`config.mk`:
```
export PLATFORM = sky130hd
export DESIGN_NAME = pedal_plausibility_monitor_top
export DESIGN_NICKNAME = d
export VERILOG_FILES = /design/src/rtl/core/ppm_pkg.sv /design/src/rtl/core/pedal_plausibility_monitor_top.sv /design/src/rtl/core/ppm_cfg_regs.sv /design/src/rtl/core/ppm_check.sv
export VERILOG_INCLUDE_DIRS = /design/src /design/src/rtl/core
export SDC_FILE = /design/constraint.sdc
export NUM_CORES = 1
export LEC_CHECK = 0
export BUFFER_PORTS_ARGS = -buffer_cell sky130_fd_sc_hd__buf_2
export CAP_MARGIN = 5
export CORE_ASPECT_RATIO = 1.2
export CORE_MARGIN = 2
export CORE_UTILIZATION = 40
export CTS_CLUSTER_DIAMETER = 150
export DETAILED_ROUTE_END_ITERATION = 10
export SETUP_SLACK_MARGIN = 0.5
export SKIP_CTS_REPAIR_TIMING = 1
export SYNTH_ARGS = -nofsm -noshare
export SYNTH_HDL_FRONTEND = slang
export SYNTH_SLANG_ARGS = --single-unit
```
`constraint.sdc`:
```
create_clock -name clk -period 5.3 [get_ports clk]
set_input_delay 0.265 -clock clk [delete_from_list [all_inputs] [get_ports clk]]
set_output_delay 0.265 -clock clk [all_outputs]
set_load 0.005 [all_outputs]
```
`src/rtl/core/pedal_plausibility_monitor_top_defines.svh`:
```
// assertion macros for the pedal plausibility monitor
`ifndef PEDAL_PLAUSIBILITY_MONITOR_TOP_DEFINES_SVH
`define PEDAL_PLAUSIBILITY_MONITOR_TOP_DEFINES_SVH

// clocked check, switched off while reset is asserted
`define PPM_ASSERT(lbl, prop, msg) \
  lbl: assert property (@(posedge clk) disable iff (!rst_n) prop) else $error(msg);

// clocked check that also holds across reset
`define PPM_ASSERT_ALWAYS(lbl, prop, msg) \
  lbl: assert property (@(posedge clk) prop) else $error(msg);

`endif

```
`src/rtl/core/ppm_pkg.sv`:
```
// shared types and constants of the pedal plausibility monitor
`timescale 1ns / 1ps

package ppm_pkg;

  localparam int TRAVEL_W = 10;
  localparam int BRAKE_W  = 12;
  localparam int STAMP_W  = 32;
  localparam int DELAY_W  = 16;
  localparam int ADDR_W   = 5;
  localparam int DATA_W   = 32;

  // register indexes (byte address = 4 * index)
  localparam logic [2:0] REG_DELAY    = 3'd0;
  localparam logic [2:0] REG_DISAGREE = 3'd1;
  localparam logic [2:0] REG_BEGIN    = 3'd2;
  localparam logic [2:0] REG_END      = 3'd3;
  localparam logic [2:0] REG_BRAKE    = 3'd4;

  // register reset values
  localparam logic [DELAY_W-1:0]  RST_DELAY    = 16'd100;
  localparam logic [TRAVEL_W-1:0] RST_DISAGREE = 10'd100;
  localparam logic [TRAVEL_W-1:0] RST_BEGIN    = 10'd250;
  localparam logic [TRAVEL_W-1:0] RST_END      = 10'd50;
  localparam logic [BRAKE_W-1:0]  RST_BRAKE    = 12'd600;

  typedef struct packed {
    logic [DELAY_W-1:0]  delay_ms;
    logic [TRAVEL_W-1:0] disagree;
    logic [TRAVEL_W-1:0] begin_travel;
    logic [TRAVEL_W-1:0] end_travel;
    logic [BRAKE_W-1:0]  brake_limit;
  } ppm_cfg_t;

  typedef struct packed {
    logic               seen;
    logic               reported;
    logic [STAMP_W-1:0] start_stamp;
    logic               conflict;
  } ppm_state_t;

endpackage

```
`src/rtl/core/pedal_plausibility_monitor_top.sv`:
```
// top level of the pedal plausibility monitor
//
//   channel   direction  handshake          payload
//   in_       sink       in_valid/in_stall  throttle_a, throttle_b, brake_raw, stamp_ms
//   out_      source     out_valid/out_stall implausible, disagreeing, conflict
//   cfg       apb slave  psel/penable/pready paddr, pwdata, prdata
//
// one transaction per cycle sustained while out_stall is low; a result passes the
// input register, then the result register; the check is compares, a 10-bit and a
// 32-bit subtraction. synchronous active-low reset resets the state, valid flags
// and config registers. a stalled result keeps one more transaction in the input
// register; in_stall rises only when both registers are full and out_stall is high.
`timescale 1ns / 1ps

module pedal_plausibility_monitor_top (
  input  logic                          clk,
  input  logic                          rst_n,
  // input channel
  input  logic                          in_valid,
  output logic                          in_stall,
  input  logic [ppm_pkg::TRAVEL_W-1:0]  in_throttle_a,
  input  logic [ppm_pkg::TRAVEL_W-1:0]  in_throttle_b,
  input  logic [ppm_pkg::BRAKE_W-1:0]   in_brake_raw,
  input  logic [ppm_pkg::STAMP_W-1:0]   in_stamp_ms,
  // result channel
  output logic                          out_valid,
  input  logic                          out_stall,
  output logic                          out_implausible,
  output logic                          out_disagreeing,
  output logic                          out_conflict,
  // configuration port
  input  logic                          psel,
  input  logic                          penable,
  input  logic                          pwrite,
  input  logic [ppm_pkg::ADDR_W-1:0]    paddr,
  input  logic [ppm_pkg::DATA_W-1:0]    pwdata,
  output logic [ppm_pkg::DATA_W-1:0]    prdata,
  output logic                          pready
);

  ppm_pkg::ppm_cfg_t   cfg;
  ppm_pkg::ppm_state_t state_r;
  ppm_pkg::ppm_state_t state_nxt;

  // input register
  logic                          s1_valid_r;
  logic [ppm_pkg::TRAVEL_W-1:0]  s1_a_r;
  logic [ppm_pkg::TRAVEL_W-1:0]  s1_b_r;
  logic [ppm_pkg::BRAKE_W-1:0]   s1_brake_r;
  logic [ppm_pkg::STAMP_W-1:0]   s1_stamp_r;

  // result register
  logic out_valid_r;
  logic out_implausible_r;
  logic out_disagreeing_r;
  logic out_conflict_r;

  logic disagreeing;
  logic advance;
  logic in_take;

  ppm_cfg_regs u_cfg (
    .clk     (clk),
    .rst_n   (rst_n),
    .psel    (psel),
    .penable (penable),
    .pwrite  (pwrite),
    .paddr   (paddr),
    .pwdata  (pwdata),
    .prdata  (prdata),
    .pready  (pready),
    .cfg     (cfg)
  );

  ppm_check u_check (
    .cfg         (cfg),
    .state       (state_r),
    .throttle_a  (s1_a_r),
    .throttle_b  (s1_b_r),
    .brake_raw   (s1_brake_r),
    .stamp_ms    (s1_stamp_r),
    .state_nxt   (state_nxt),
    .disagreeing (disagreeing)
  );

  // the sample moves on when the result register is free or being emptied
  assign advance  = s1_valid_r && (!out_valid_r || !out_stall);
  assign in_stall = s1_valid_r && !advance;
  assign in_take  = in_valid && !in_stall;

  always_ff @(posedge clk) begin
    if (!rst_n) begin
      s1_valid_r <= 1'b0;
    end else if (in_take) begin
      s1_valid_r <= 1'b1;
    end else if (advance) begin
      s1_valid_r <= 1'b0;
    end
  end

  // sample payload, no reset needed
  always_ff @(posedge clk) begin
    if (in_take) begin
      s1_a_r     <= in_throttle_a;
      s1_b_r     <= in_throttle_b;
      s1_brake_r <= in_brake_raw;
      s1_stamp_r <= in_stamp_ms;
    end
  end

  // monitor state follows each sample exactly once, as it leaves the input register
  always_ff @(posedge clk) begin
    if (!rst_n) begin
      state_r <= '0;
    end else if (advance) begin
      state_r <= state_nxt;
    end
  end

  always_ff @(posedge clk) begin
    if (!rst_n) begin
      out_valid_r <= 1'b0;
    end else if (advance) begin
      out_valid_r <= 1'b1;
    end else if (!out_stall) begin
      out_valid_r <= 1'b0;
    end
  end

  always_ff @(posedge clk) begin
    if (advance) begin
      out_implausible_r <= state_nxt.reported;
      out_disagreeing_r <= disagreeing;
      out_conflict_r    <= state_nxt.conflict;
    end
  end

  assign out_valid       = out_valid_r;
  assign out_implausible = out_implausible_r;
  assign out_disagreeing = out_disagreeing_r;
  assign out_conflict    = out_conflict_r;

`include "pedal_plausibility_monitor_top_defines.svh"

  // a report is only raised inside a disagreement run
  `PPM_ASSERT(a_report_needs_seen, state_r.reported |-> state_r.seen, "report without disagreement run")
  // an implausible result always comes with a disagreeing sample
  `PPM_ASSERT(a_impl_disagree, out_valid_r && out_implausible_r |-> out_disagreeing_r, "implausible while agreeing")
  // back-pressure only when a sample is actually held
  `PPM_ASSERT(a_stall_holds, in_stall |-> s1_valid_r && out_valid_r && out_stall, "spurious input stall")
  // reset empties the pipeline
  `PPM_ASSERT_ALWAYS(a_reset_empty, !rst_n |=> !out_valid_r && !s1_valid_r, "pipeline not empty after reset")

endmodule

```
`src/rtl/core/ppm_cfg_regs.sv`:
```
// configuration register file with apb-style access
`timescale 1ns / 1ps

module ppm_cfg_regs (
  input  logic                         clk,
  input  logic                         rst_n,
  input  logic                         psel,
  input  logic                         penable,
  input  logic                         pwrite,
  input  logic [ppm_pkg::ADDR_W-1:0]   paddr,
  input  logic [ppm_pkg::DATA_W-1:0]   pwdata,
  output logic [ppm_pkg::DATA_W-1:0]   prdata,
  output logic                         pready,
  output ppm_pkg::ppm_cfg_t            cfg
);

  ppm_pkg::ppm_cfg_t cfg_r;
  ppm_pkg::ppm_cfg_t cfg_nxt;
  logic              wr_en;
  logic [2:0]        idx;

  assign pready = 1'b1;
  assign wr_en  = psel && penable && pwrite;
  assign idx    = paddr[ppm_pkg::ADDR_W-1:2];

  always_comb begin
    cfg_nxt = cfg_r;
    if (wr_en) begin
      case (idx)
        ppm_pkg::REG_DELAY:    cfg_nxt.delay_ms     = pwdata[ppm_pkg::DELAY_W-1:0];
        ppm_pkg::REG_DISAGREE: cfg_nxt.disagree     = pwdata[ppm_pkg::TRAVEL_W-1:0];
        ppm_pkg::REG_BEGIN:    cfg_nxt.begin_travel = pwdata[ppm_pkg::TRAVEL_W-1:0];
        ppm_pkg::REG_END:      cfg_nxt.end_travel   = pwdata[ppm_pkg::TRAVEL_W-1:0];
        ppm_pkg::REG_BRAKE:    cfg_nxt.brake_limit  = pwdata[ppm_pkg::BRAKE_W-1:0];
        default:               cfg_nxt = cfg_r;
      endcase
    end
  end

  always_ff @(posedge clk) begin
    if (!rst_n) begin
      cfg_r.delay_ms     <= ppm_pkg::RST_DELAY;
      cfg_r.disagree     <= ppm_pkg::RST_DISAGREE;
      cfg_r.begin_travel <= ppm_pkg::RST_BEGIN;
      cfg_r.end_travel   <= ppm_pkg::RST_END;
      cfg_r.brake_limit  <= ppm_pkg::RST_BRAKE;
    end else begin
      cfg_r <= cfg_nxt;
    end
  end

  always_comb begin
    case (idx)
      ppm_pkg::REG_DELAY:    prdata = {16'd0, cfg_r.delay_ms};
      ppm_pkg::REG_DISAGREE: prdata = {22'd0, cfg_r.disagree};
      ppm_pkg::REG_BEGIN:    prdata = {22'd0, cfg_r.begin_travel};
      ppm_pkg::REG_END:      prdata = {22'd0, cfg_r.end_travel};
      ppm_pkg::REG_BRAKE:    prdata = {20'd0, cfg_r.brake_limit};
      default:               prdata = '0;
    endcase
  end

  assign cfg = cfg_r;

endmodule

```
`src/rtl/core/ppm_check.sv`:
```
// combinational plausibility and conflict checks for one sample
`timescale 1ns / 1ps

module ppm_check (
  input  ppm_pkg::ppm_cfg_t               cfg,
  input  ppm_pkg::ppm_state_t             state,
  input  logic [ppm_pkg::TRAVEL_W-1:0]    throttle_a,
  input  logic [ppm_pkg::TRAVEL_W-1:0]    throttle_b,
  input  logic [ppm_pkg::BRAKE_W-1:0]     brake_raw,
  input  logic [ppm_pkg::STAMP_W-1:0]     stamp_ms,
  output ppm_pkg::ppm_state_t             state_nxt,
  output logic                            disagreeing
);

  logic [ppm_pkg::TRAVEL_W-1:0] hi;
  logic [ppm_pkg::TRAVEL_W-1:0] lo;
  logic [ppm_pkg::STAMP_W-1:0]  elapsed;

  assign hi          = (throttle_a > throttle_b) ? throttle_a : throttle_b;
  assign lo          = (throttle_a > throttle_b) ? throttle_b : throttle_a;
  assign disagreeing = (hi - lo) >= cfg.disagree;
  assign elapsed     = stamp_ms - state.start_stamp;

  always_comb begin
    state_nxt = state;
    if (!disagreeing) begin
      state_nxt.seen     = 1'b0;
      state_nxt.reported = 1'b0;
    end else if (!state.seen) begin
      state_nxt.seen        = 1'b1;
      state_nxt.start_stamp = stamp_ms;
    end else begin
      state_nxt.reported = elapsed > {16'd0, cfg.delay_ms};
    end

    // conflict is frozen while an implausibility is reported
    if (!state_nxt.reported) begin
      if (state.conflict) begin
        state_nxt.conflict = lo >= cfg.end_travel;
      end else begin
        state_nxt.conflict = (brake_raw > cfg.brake_limit) && (lo > cfg.begin_travel);
      end
    end
  end

endmodule
```
==> flow_summary.yaml, run 1 <==
status:
  status: "completed"
final_layout:
  layout.nets: 1515
  fin_area_mm2: 0.0125
  drive_gt1_share_pct: 14.9
  antennaDiodeCount: 0
  syn_to_final_growth_pct: 19.3
  final_cells: 1654
min_path:
  hp-start: "in_throttle_a[3]"
  hold_path_class: "in2reg"
  min_path_cells: 1
pwr:
  internal_power_w: 0.00253
  p_comb_share_pct: 26.0
  switching_power_w: 0.00112
  clkPwrFrac_pct: 35.7
  p_sw_share_pct: 30.8
  p_leak_nw: 5.22
  powerDensity_mw_per_mm2: 291
  ir_drop_uv: 210
  seq_power_share_pct: 38.3
worst_setup_path:
  worstPathRequired_ns: 5.47
  critical_path.startpoint_type: "flip-flop"
  cp.arrival_ns: 4.73
  cp_max_fo: 11
  r2r-start: "s1_stamp_r[10]"
  critPathKind: "reg2reg"
  crit_path_start: "s1_stamp_r[10]"
  end_kind: "flip-flop"
  reg2reg_depth: 16
timing:
  fin_skew_ns: 0.0123
  rsz0062_at_grt: "false"
  slew_headroom_pct: 27.5
  fin_hold_ws_ns: 0.0125
  tightest_slew_ns: 1.08
  hold_viol_final: 0
  finalSetupTns_ns: 0
  finalSetupViolCount: 0
  clock.fmax_mhz: 219
  fin_crit_sh_pct: 86.0
  fin_crit_ns: 4.56
  fin_ws_ns: 0.744
  slew_violations: 0
placed_design:
  port_buffers: 110
  place_inst: 1568
  gp_congestion: 0.905
  dpl_cell_area_mm2: 0.0113
  hpwl_um: 19700
  pre_cts_slack_ns: 0.427
global_route:
  grt_util_met2_pct: 32.0
  grt_overflow_total: 0
  use_met3_pct: 2.96
  top_usage_layer: "met2"
  grt_pass1_vias: 8050
  grt_max_degree: 60
  antenna_found_initial: 0
  grt_use_total_pct: 18.5
  grt_pass1_wl_um: 41200
  gr-usage-met1_pct: 23.4
synthesis:
  synth_xor_area_share_pct: 2.25
  synth_top_family_by_area: "compound AO/OA/AOI/OAI gates"
  synth-simple-area-share_pct: 15.7
  synth.area.mux_share_pct: 4.77
  syn_area_per_cell_um2: 9.02
  synth.area.top_cells: "edfxtp_1 (19%), dfxtp_1 (18%), ha_1 (12%), nand2_1 (5.3%), mux2i_1 (4.7%)"
  synth.distinct_cells: 77
  synth_top_area_cell: "edfxtp_1"
  synthArstFlopShare_pct: 0
  synthAdderAreaFrac_pct: 12.1
  synth_compound_area_share_pct: 20.6
  synth-edff-count: 67
  synth_top_area_share_pct: 19.1
  ys_seq_area_share_pct: 37.2
  yosysWarningCount: 0
  syn_inst: 1165
  synth_flop_cell: "dfxtp_1"
  synth-seq-cells: 162
  syn_area_mm2: 0.0105
clocking:
  cts_buffers: 17
  root_buffer: "clkbuf_16"
  cts_sinks: 162
  clkTransAtPathRegs_ns: 0.06
  insertion_delay_ns: 0.43
  cts_max_level: 4
  cts_tree: "yes"
  clockBufferDepth: 2
drt:
  dr.pass1.iters: 7
  via_per_inst: 5.22
  wl_um: 25900
  vias: 8626
  drtIter0Drc: 488
  routedWlPerCell_um: 15.7
  drc: 0
  postRouteAntennaNets: 0
die:
  die_area_mm2: 0.0276
  rows: 65
  die_h_um: 182
  start_util_pct: 40.3
  core_area_mm2: 0.0261
  ios: 146
  die_x_um: 152
flow_run:
  maxCapViolations: 0
[sequential cells by signal (all words and copies together), names as in the netlist]
signal	flops
u_cfg.cfg	58
state_r	35
s1_stamp_r	32
s1_brake_r	12
s1_a_r	10
s1_b_r	10
out_conflict	1
out_disagreeing	1
out_implausible	1
out_valid	1
s1_valid_r	1
[power by group through the flow]
stage / Combinational, W / Clock (W) / Sequential (W)
after global routing: 0.00107 / 0.00140 / 0.00141
after CTS: 0.000899 / 0.00134 / 0.00140
after global placement: 0.000880 / 0 / 0.00142
final: 0.000950 / 0.00130 / 0.00140
after floorplan: 0.000682 / 0 / 0.00142
after detailed placement: 0.000894 / 0 / 0.00143
[cell usage after synthesis, types with 4 or more instances]
cell type	number
nand2_1	149
inv_1	113
ha_1	100
dfxtp_1	95
edfxtp_1	67
a21oi_1	60
o21ai_0	52
nor2b_1	51
mux2i_1	49
a21boi_0	33
clkbuf_1	32
nor2_1	32
o211ai_1	30
a21o_1	23
a22oi_1	21
buf_4	20
o21a_1	20
nor3_1	19
xnor2_1	19
nand3_1	15
nand2b_1	13
and3_1	10
buf_2	10
nand4_1	10
o22ai_1	10
xor2_1	8
and2_1	7
or2_2	7
a2111oi_0	6
a31oi_1	6
a211oi_1	5
or3_1	5
a211o_1	4
[path summary, 6_finish.rpt]
kind	to	slack, ns
setup reg to reg	out_conflict	0.74
hold / removal	s1_a_r[3]	0.01
setup / recovery	out_conflict	0.74
hold reg to reg	state_r[33]	0.45
[layout by cell type, fill, tap and decap left out, drive strengths merged, types with 17 or more instances in the layout]
master         n
dlygate4sd3   48
clkbuf        19
buf          123
mux2i         49
o21a          20
nor3          20
inv          122
o21ai         55
conb          17
a21boi        33
o211ai        32
xnor2         19
nor2          32
a21oi         62
nand2        150
a22oi         21
nor2b         51
edfxtp        67
dfxtp         95
ha           100
a21o          25
[final cells by class]
cell class | instances | area (µm²)
Inverter | 113 | 424
Timing Repair Buffer | 171 | 1140
Fill cell | 2470 | 13600
Multi-Input combinational cell | 841 | 6030
Tap cell | 335 | 419
Clock inverter | 13 | 160
Sequential cell | 162 | 3910
Clock buffer | 19 | 454
[metal layers]
| metal | up-vias | share of wire (%) | routed length, µm |
|---|---|---|---|
| met2 | 179 | 49 | 12800 |
| met4 | 0 | 2.2 | 570 |
| li1 | 4396 | - | - |
| met3 | 27 | 3.2 | 820 |
| met1 | 4024 | 45 | 11700 |
| met5 | - | 0 | 0 |
[per-stage QoR]
step,util [%],power [W]
2_1_floorplan,-,0.00210
3_3_place_gp,43.3,0.00230
3_5_place_dp,43.3,0.00232
4_1_cts,45.7,0.00363
5_1_grt,48.0,0.00387
6_report,48.0,0.00365
[critical path: stages, from the launching register on]
cell and delay [ns]:
edfxtp_1 0.41, ha_1 0.46, a21o_1 0.27, a21o_1 0.19, a211oi_2 0.33, a21oi_1 0.20
xor2_1 0.26, ha_1 0.30, a21o_1 0.18, a21o_1 0.17, a21oi_1 0.17, a21oi_1 0.09
nor2_1 0.23, nand4_1 0.15, nor4b_2 0.30, nand4_1 0.22, a221o_1 0.36
[cells by family (layout without fill, tap and decap cells)]
family                   Yosys count  count (layout)
AO/OA/AOI/OAI                    311             311
XOR/XNOR                          27              27
adder cells (fa/ha/maj)          101             101
buffers and inverters            177             316
flip-flops                       162             162
multiplexers                      50              50
other                              2              17
AND/OR/NAND/NOR                  335             335
Note: power is estimated with default switching activity, not from simulation.
==> inputs of run 2 (changes only) <==
- ABC_CLOCK_PERIOD_IN_PS: not set -> 5300
- CORE_ASPECT_RATIO: 1.2 -> 0.75
==> flow_summary.yaml, run 2 (synthesis results as in run 1) <==
drt:
  drc: 0
  dr.pass1.iters: 5
  routedWlPerCell_um: 17.1
  wl_um: 28700
  vias: 8771
  postRouteAntennaNets: 0
  drtIter0Drc: 643
  via_per_inst: 5.22
timing:
  rsz0062_at_grt: "false"
  hold_viol_final: 0
  fin_crit_ns: 4.61
  fin_skew_ns: 0.0112
  clock.fmax_mhz: 217
  fin_ws_ns: 0.689
  finalSetupTns_ns: 0
  tightest_slew_ns: 1.14
  fin_crit_sh_pct: 87.0
  finalSetupViolCount: 0
  slew_violations: 0
  slew_headroom_pct: 23.7
worst_setup_path:
  crit_top_cell: "a21o_1"
  cp_max_fo: 5
  r2r-start: "s1_b_r[1]"
  r2r_slack_ns: 0.69
  critPathKind: "reg2reg"
  worstPathRequired_ns: 5.50
  slowest_stage: "edfxtp_1"
  end_kind: "flip-flop"
  critical_path.startpoint_type: "flip-flop"
  cp.arrival_ns: 4.81
  crit_chain: "inv_1, ha_1, nor2b_1, o21a_1, o21a_1, o21ai_4, a21o_1, a21oi_1, ha_1, a211oi_2, xnor2_1, ha_1, a21o_1, a21o_1, a21o_1, a211oi_2, o21ai_1, and2_2, and3_1, a221o_1"
  reg2reg_depth: 20
  slowest_delay_ns: 0.43
  r2r-end: "out_conflict"
die:
  ios: 146
  die_area_mm2: 0.0276
  die_h_um: 144
  rows: 51
  core_area_mm2: 0.0259
  die_x_um: 191
  start_util_pct: 40.6
global_route:
  grt_util_met2_pct: 26.8
  gr-usage-met1_pct: 33.3
  grt_max_degree: 98
  top_usage_layer: "met1"
  grt_pass1_wl_um: 43200
  use_met3_pct: 4.15
  antenna_found_initial: 0
  grt_overflow_total: 0
  grt_pass1_vias: 7674
  grt_use_total_pct: 20.7
final_layout:
  nFillCells: 2495
  largest_reg_flops: 58
  drive_gt1_share_pct: 14.9
  syn_to_final_growth_pct: 21.0
  antennaDiodeCount: 0
  layout_commonest_cell: "nand2_1"
  final_cell_mix: "nand2_1 (149), inv_1 (113), buf_2 (110)"
  layout.nets: 1532
placed_design:
  pre_cts_slack_ns: 0.385
  port_buffers: 110
  hpwl_um: 21300
  gp_congestion: 0.896
pwr:
  ir_drop_uv: 257
  powerDensity_mw_per_mm2: 292
  p_leak_nw: 5.27
min_path:
  min_to: "s1_a_r[8]"
  hold_path_class: "in2reg"
  min_path_cells: 1
  hp-start: "in_throttle_a[8]"
clocking:
  cts_max_level: 4
  root_buffer: "clkbuf_16"
  insertion_delay_ns: 0.45
  cts_buffers: 17
  clockBufferDepth: 2
  cts_sinks: 162
  cts_tree: "yes"
  clkTransAtPathRegs_ns: 0.06
flow_run:
  maxCapViolations: 0
status:
  status: "completed"
[run 2: cell type report]
type	instances	area, µm²	share of cell area [%]
Timing Repair Buffer	188	1300	10.3
Clock inverter	10	158	1.24
Sequential cell	162	3910	30.8
Inverter	113	424	3.34
Tap cell	344	430	3.38
Clock buffer	22	454	3.57
Multi-Input combinational cell	841	6030	47.4
[run 2: through the flow]
| stage | area [µm²] | hold slack (ns) | utilization (%) | total power (W) | cells |
|---|---|---|---|---|---|
| 3_3_place_gp | 11300 | 0.441 | 43.8 | 0.00234 | 1581 |
| 5_1_grt | 12700 | 0.00286 | 49.1 | 0.00391 | 1680 |
| 3_5_place_dp | 11300 | 0.443 | 43.8 | 0.00235 | 1581 |
| 2_1_floorplan | 10600 | 0.364 | - | 0.00210 | 1180 |
| 6_report | 12700 | 0.0234 | 49.1 | 0.00371 | 1680 |
| 4_1_cts | 12000 | -0.0373 | 46.2 | 0.00368 | 1613 |
[run 2: power breakdown]
part	internal, W	switching (W)	total [W]
Combinational	0.000431	0.000560	0.000992
Clock	0.000798	0.000522	0.00132
Sequential	0.00137	0.0000355	0.00140
Total	0.00260	0.00112	0.00371
[run 2: worst max-delay path: cells and delay by family, from the launching register on]
family	cells	cell delay [ns]
adders and majority gates	3	0.70
buffers and inverters	1	0.11
DFF	1	0.43
AOI/OAI and AO/OA	12	2.42
xor gates and xnor gates	1	0.16
and+or+nand+nor	3	0.53
[run 2: metal layers]
layer  vias up  routed length, µm
li1       4422                  -
met1      4078              15500
met2       243              11000
met3        28               1810
met4         0                412
met5         -                  0
[run 2: worst max-delay path by stage]
stage | slack, ns | from | end
finish | 0.69 | s1_b_r[1] | out_conflict
global route | 0.46 | s1_b_r[5] | out_conflict
CTS | 0.34 | s1_a_r[6] | out_conflict
detailed placement | 0.38 | s1_a_r[6] | out_conflict
global placement | 0.40 | s1_a_r[6] | out_conflict
floorplan | 0.51 | s1_a_r[1] | out_conflict
